File: config.mk
export PLATFORM = sky130hd
export DESIGN_NAME = adsr_divider
export DESIGN_NICKNAME = d
export VERILOG_FILES = /design/src/design/adsr_envelope_generator_macros.svh /design/src/design/adsr_pkg.sv /design/src/design/adsr_divider.sv
export SDC_FILE = /design/constraint.sdc
export NUM_CORES = 1
export LEC_CHECK = 0
export BUFFER_PORTS_ARGS = -buffer_cell sky130_fd_sc_hd__buf_4
export CORE_ASPECT_RATIO = 0.6
export CORE_MARGIN = 2
export CORE_UTILIZATION = 45
export CTS_CLUSTER_SIZE = 20
export DETAILED_ROUTE_END_ITERATION = 16
export GPL_TIMING_DRIVEN = 0
export MAX_ROUTING_LAYER = met4
export PLACE_DENSITY = 0.69
export SYNTH_ARGS = -nofsm -noshare
export SYNTH_HDL_FRONTEND = slang
export SYNTH_SLANG_ARGS = --single-unit
File: constraint.sdc
create_clock -name clk -period 3.05 [get_ports clk]
set_clock_uncertainty 0.2 [all_clocks]
set_input_delay 0.1525 -clock clk [delete_from_list [all_inputs] [get_ports clk]]
set_output_delay 0.1525 -clock clk [all_outputs]
set_load 0.01 [all_outputs]
File: src/design/adsr_envelope_generator_macros.svh
// ----------------------------------------------------------------------------
// Assertion macros for the envelope generator
// Shared assertion forms used at the end of the top level.
// ----------------------------------------------------------------------------
`ifndef ADSR_ENVELOPE_GENERATOR_MACROS_SVH
`define ADSR_ENVELOPE_GENERATOR_MACROS_SVH

// consequent holds in the cycle after the antecedent
`define ADSR_ASSERT_NEXT(label, clk, rst_n, ante, cons, msg) \
  label: assert property (@(posedge clk) disable iff (!rst_n) (ante) |=> (cons)) \
    else $error(msg);

// condition holds at every clock edge out of reset
`define ADSR_ASSERT_ALWAYS(label, clk, rst_n, cond, msg) \
  label: assert property (@(posedge clk) disable iff (!rst_n) (cond)) \
    else $error(msg);

`endif

File: src/design/adsr_pkg.sv
// ----------------------------------------------------------------------------
// Envelope generator package
// Widths, event and phase codes, register indexes and the exp2 table.
// ----------------------------------------------------------------------------
package adsr_pkg;

  localparam int TIME_BITS  = 32;
  localparam int LEVEL_BITS = 16;
  localparam int LEN_BITS   = 20;
  localparam int SHAPE_BITS = 5;
  localparam int CFG_BITS   = 20;
  localparam int CFG_IDX_BITS = 3;

  localparam logic [1:0] KIND_QUERY   = 2'd0;
  localparam logic [1:0] KIND_START   = 2'd1;
  localparam logic [1:0] KIND_RELEASE = 2'd2;

  localparam logic [2:0] PH_ATTACK  = 3'd0;
  localparam logic [2:0] PH_DECAY   = 3'd1;
  localparam logic [2:0] PH_SUSTAIN = 3'd2;
  localparam logic [2:0] PH_RELEASE = 3'd3;
  localparam logic [2:0] PH_DONE    = 3'd4;

  localparam logic [2:0] REG_PEAK    = 3'd0;
  localparam logic [2:0] REG_SUS     = 3'd1;
  localparam logic [2:0] REG_ATTACK  = 3'd2;
  localparam logic [2:0] REG_DECAY   = 3'd3;
  localparam logic [2:0] REG_RELEASE = 3'd4;
  localparam logic [2:0] REG_ASHAPE  = 3'd5;
  localparam logic [2:0] REG_DSHAPE  = 3'd6;
  localparam logic [2:0] REG_RSHAPE  = 3'd7;

  localparam logic [17:0] LOG2E_Q16 = 18'd94548;

  typedef struct packed {
    logic        start;
    logic [57:0] num;
    logic [19:0] den;
  } div_req_t;

  typedef struct packed {
    logic        done;
    logic [57:0] quo;
  } div_rsp_t;

  function automatic logic [16:0] pow2_tab(input logic [4:0] i);
    case (i)
      5'd0:  pow2_tab = 17'd65536;
      5'd1:  pow2_tab = 17'd62758;
      5'd2:  pow2_tab = 17'd60098;
      5'd3:  pow2_tab = 17'd57550;
      5'd4:  pow2_tab = 17'd55109;
      5'd5:  pow2_tab = 17'd52773;
      5'd6:  pow2_tab = 17'd50535;
      5'd7:  pow2_tab = 17'd48393;
      5'd8:  pow2_tab = 17'd46341;
      5'd9:  pow2_tab = 17'd44376;
      5'd10: pow2_tab = 17'd42495;
      5'd11: pow2_tab = 17'd40693;
      5'd12: pow2_tab = 17'd38968;
      5'd13: pow2_tab = 17'd37316;
      5'd14: pow2_tab = 17'd35734;
      5'd15: pow2_tab = 17'd34219;
      default: pow2_tab = 17'd32768;
    endcase
  endfunction

endpackage

File: src/design/adsr_divider.sv
// ----------------------------------------------------------------------------
// Envelope divider
// Restoring divider, one quotient bit per cycle, 58-bit dividend.
// ----------------------------------------------------------------------------
module adsr_divider (
  input  logic              clk,
  input  logic              rst_n,
  input  adsr_pkg::div_req_t req,
  output adsr_pkg::div_rsp_t rsp
);

  logic [57:0] quo_r, quo_nxt;
  logic [20:0] rem_r, rem_nxt;
  logic [19:0] den_r, den_nxt;
  logic [5:0]  cnt_r, cnt_nxt;
  logic        busy_r, busy_nxt;
  logic        done_r, done_nxt;
  logic [20:0] trial;
  logic [20:0] shifted;

  always_comb begin
    quo_nxt  = quo_r;
    rem_nxt  = rem_r;
    den_nxt  = den_r;
    cnt_nxt  = cnt_r;
    busy_nxt = busy_r;
    done_nxt = 1'b0;
    shifted  = {rem_r[19:0], quo_r[57]};
    trial    = shifted - {1'b0, den_r};
    if (req.start) begin
      quo_nxt  = req.num;
      rem_nxt  = '0;
      den_nxt  = req.den;
      cnt_nxt  = 6'd57;
      busy_nxt = 1'b1;
    end else if (busy_r) begin
      if (shifted >= {1'b0, den_r}) begin
        rem_nxt = trial;
        quo_nxt = {quo_r[56:0], 1'b1};
      end else begin
        rem_nxt = shifted;
        quo_nxt = {quo_r[56:0], 1'b0};
      end
      if (cnt_r == 6'd0) begin
        busy_nxt = 1'b0;
        done_nxt = 1'b1;
      end else begin
        cnt_nxt = cnt_r - 6'd1;
      end
    end
  end

  always_ff @(posedge clk) begin
    if (!rst_n) begin
      busy_r <= 1'b0;
      done_r <= 1'b0;
      cnt_r  <= '0;
    end else begin
      busy_r <= busy_nxt;
      done_r <= done_nxt;
      cnt_r  <= cnt_nxt;
    end
    quo_r <= quo_nxt;
    rem_r <= rem_nxt;
    den_r <= den_nxt;
  end

  assign rsp.done = done_r;
  assign rsp.quo  = quo_r;

endmodule

==> flow_summary.yaml <==
pwr:
  internal_power_uw: 2810
  p_sw_uw: 1070
  combinationalPowerShare_pct: 22.5
  power_switching_share_pct: 27.6
  vdd.ir_drop.worst_mv: 0.291
  p_leak_uw: 0.00323
  clkPwrFrac_pct: 31.7
  finalPower_uw: 3880
  seq_power_share_pct: 45.8
  power_density_mw_per_mm2: 491
job:
  cap_violations: 0
layout:
  fillers: 892
  final_core_util_pct: 65.9
  drive_gt1_share_pct: 34.4
  diodes: 0
  fin_nets: 798
  area_delta_synth_final_pct: 43.4
cts:
  insertion_delay_ns: 0.35
  cts_tree: "built"
  clockBufferDepth: 2
  clock_sinks: 106
  path_clk_slew_ns: 0.08
  htree_levels: 3
  cts_buffers: 9
  cts-root-buf: "clkbuf_16"
sta:
  tightest_slew_ns: 0.788
  rsz0062_at_grt: "true"
  setup_ws_ns: 0.119
  relSlewSlack_pct: 47.3
  finalMaxSlewViolations: 0
  finalHoldViolations: 0
  post-route-min-period_ns: 2.93
  clock.fmax_mhz: 341
  setup_viol: 0
  timing.setup.tns_ns: 0
  min_period_over_period_pct: 96.1
  hold_slack_ns: 0.0110
route:
  wl_per_cell_um: 17.7
  routed_wl_mm: 15.3
  route.detailed.drc: 0
  avgViaCountPerCell: 5.37
  num_vias: 4647
  ant_nets: 0
  drt-initial-drc-count: 335
  dr.pass1.iters: 5
setup_path:
  critical_path_arrival_ns: 2.99
  critPathMaxFanout: 5
  endpoint_kind: "flip-flop"
  r2r_slack_ns: 0.12
  setup.worst_path.class: "reg2reg"
  crit_required_ns: 3.11
  start_kind: "flip-flop"
yosys:
  ys_warn_count: 0
  synthArstFlopShare_pct: 0
  synth_cell_types: 66
  netlist_area_mm2: 0.00551
  syn_inst: 465
  ys_ff_latch: 106
  avgSynthCellArea_um2: 11.9
  synth_edf_count: 78
  ys.flop_type: "edfxtp_1"
  ys_seq_area_share_pct: 52.7
  synth.net_count: 568
place:
  pre_cts_slack_ns: 0.0113
  dp_hpwl_mm: 10.7
  portBuffers: 139
  gp_congestion: 0.882
grt:
  grt_max_degree: 31
  grt-ovfl-total: 0
  grt_pass1_wl_mm: 24.4
  grt_pass1_vias: 4566
  grt_usage_pct: 24.3
  antenna_found_initial: 0
worst_hold_path:
  hp-class: "in2reg"
floorplanning:
  core_mm2: 0.0120
  die_area_mm2: 0.0132
  die_h_um: 89.7
  ioPinCount: 140
  die_w_um: 147
  start_util_pct: 46.0
  rows: 31
outcome:
  status: "completed"
[worst max-delay path, cell delays in order (launching register included)]
cell,delay [ns]
edfxtp_1,0.39
inv_1,0.08
ha_1,0.22
fa_1,0.39
nand2b_1,0.21
a21oi_2,0.23
o41a_1,0.33
a21boi_1,0.18
xnor2_1,0.25
mux2i_1,0.11
a211oi_1,0.25
[timing repair]
action                                  4_1_cts  5_1_grt
hold buffers                                 79        0
endpoints found under the setup margin        1        3
setup buffers                                 0        0
endpoints found under the hold margin        86        0
resized for setup                             0        4
pin swaps                                     1        1
[final timing paths]
| path | startpoint | cells past startpoint | endpoint |
|---|---|---|---|
| setup / recovery | quo_r[57] | 10 | rem_r[10] |
| hold reg to reg | rem_r[2] | 2 | rem_r[3] |
| hold / removal | req[78] | 1 | den_r[19] |
| setup reg to reg | quo_r[57] | 10 | rem_r[10] |
[registers in the layout, summed over array words and instances, names as in the netlist]
register and cells:
cnt_r 6, done_r 1, den_r 20, rem_r 20, quo_r 58, busy_r 1
[cell families after synthesis]
| logic type | after synthesis | synth area share, % |
|---|---|---|
| fa+ha+maj | 22 | 5.13 |
| xor+xnor | 15 | 2.38 |
| simple gates | 122 | 11.0 |
| mux | 62 | 12.7 |
| flops | 106 | 52.7 |
| buf+inv | 46 | 3.74 |
| compound gates | 92 | 12.5 |
[per-stage QoR]
| step | area, um2 | instances |
|---|---|---|
| floorplan | 5510 | 465 |
| global placement | 6760 | 769 |
| detailed placement | 6780 | 770 |
| CTS | 7890 | 865 |
| global route | 7900 | 865 |
| finish | 7900 | 865 |
[layer usage]
metal | track usage, % | up-vias | share of wire (%)
met2 | 36.3 | 192 | 44
met5 | - | - | 0
met3 | 5.03 | 34 | 6.9
met1 | 33.6 | 2225 | 46
met4 | 7.69 | 0 | 2.4
li1 | - | 2196 | -
[layout by cell type, fill, tap and decap left out, types with 14 or more instances in the layout]
cell type	netlist	final
mux2_2	58	58
dfxtp_1	28	28
inv_1	28	27
nor2_1	32	32
nand2_1	35	35
dlygate4sd3_1	0	79
o21ai_0	16	16
edfxtp_1	78	78
ha_1	21	21
a21oi_1	15	14
buf_4	2	141
[cells in the mapped netlist (3+ instances only)]
| library cell | instances | share of area [%] |
|---|---|---|
| a311oi_2 | 3 | 0.82 |
| nor3_1 | 10 | 0.91 |
| mux2i_1 | 3 | 0.54 |
| mux2_2 | 58 | 12 |
| a211oi_1 | 6 | 0.82 |
| a32oi_1 | 5 | 0.79 |
| a311oi_1 | 4 | 0.64 |
| nand4b_1 | 3 | 0.48 |
| o211ai_1 | 4 | 0.54 |
| edfxtp_1 | 78 | 42 |
| o21ai_0 | 16 | 1.5 |
| o31a_1 | 4 | 0.64 |
| nand2_1 | 35 | 2.4 |
| and3_1 | 5 | 0.57 |
| dfxtp_1 | 28 | 10 |
| inv_1 | 28 | 1.9 |
| xnor2_1 | 12 | 1.9 |
| nand3_1 | 10 | 0.91 |
| nand2b_1 | 7 | 0.79 |
| a21o_1 | 4 | 0.54 |
| ha_1 | 21 | 4.8 |
| clkbuf_1 | 12 | 0.82 |
| nor2_1 | 32 | 2.2 |
| a21oi_1 | 15 | 1.4 |
| xor2_1 | 3 | 0.48 |
| nand4_1 | 3 | 0.34 |
| o21a_1 | 8 | 1.1 |
[area by class of cell]
cell class | count | area, um2 | share of cell area [%]
Multi-Input combinational cell | 313 | 2420 | 30.6
Buffer | 18 | 101 | 1.28
Clock buffer | 9 | 225 | 2.85
Sequential cell | 106 | 2900 | 36.7
Timing Repair Buffer | 219 | 1850 | 23.5
Inverter | 28 | 105 | 1.33
Clock inverter | 7 | 86.3 | 1.09
Tap cell | 165 | 206 | 2.61
[power groups by stage]
stage          registers [uW]  clock network (uW)  logic (uW)
3_5_place_dp             1800                   0         770
4_1_cts                  1770                1260         860
3_3_place_gp             1800                   0         748
6_report                 1780                1230         872
5_1_grt                  1790                1300         941
2_1_floorplan            1830                   0         410
Power figures use the tool's default switching activity.
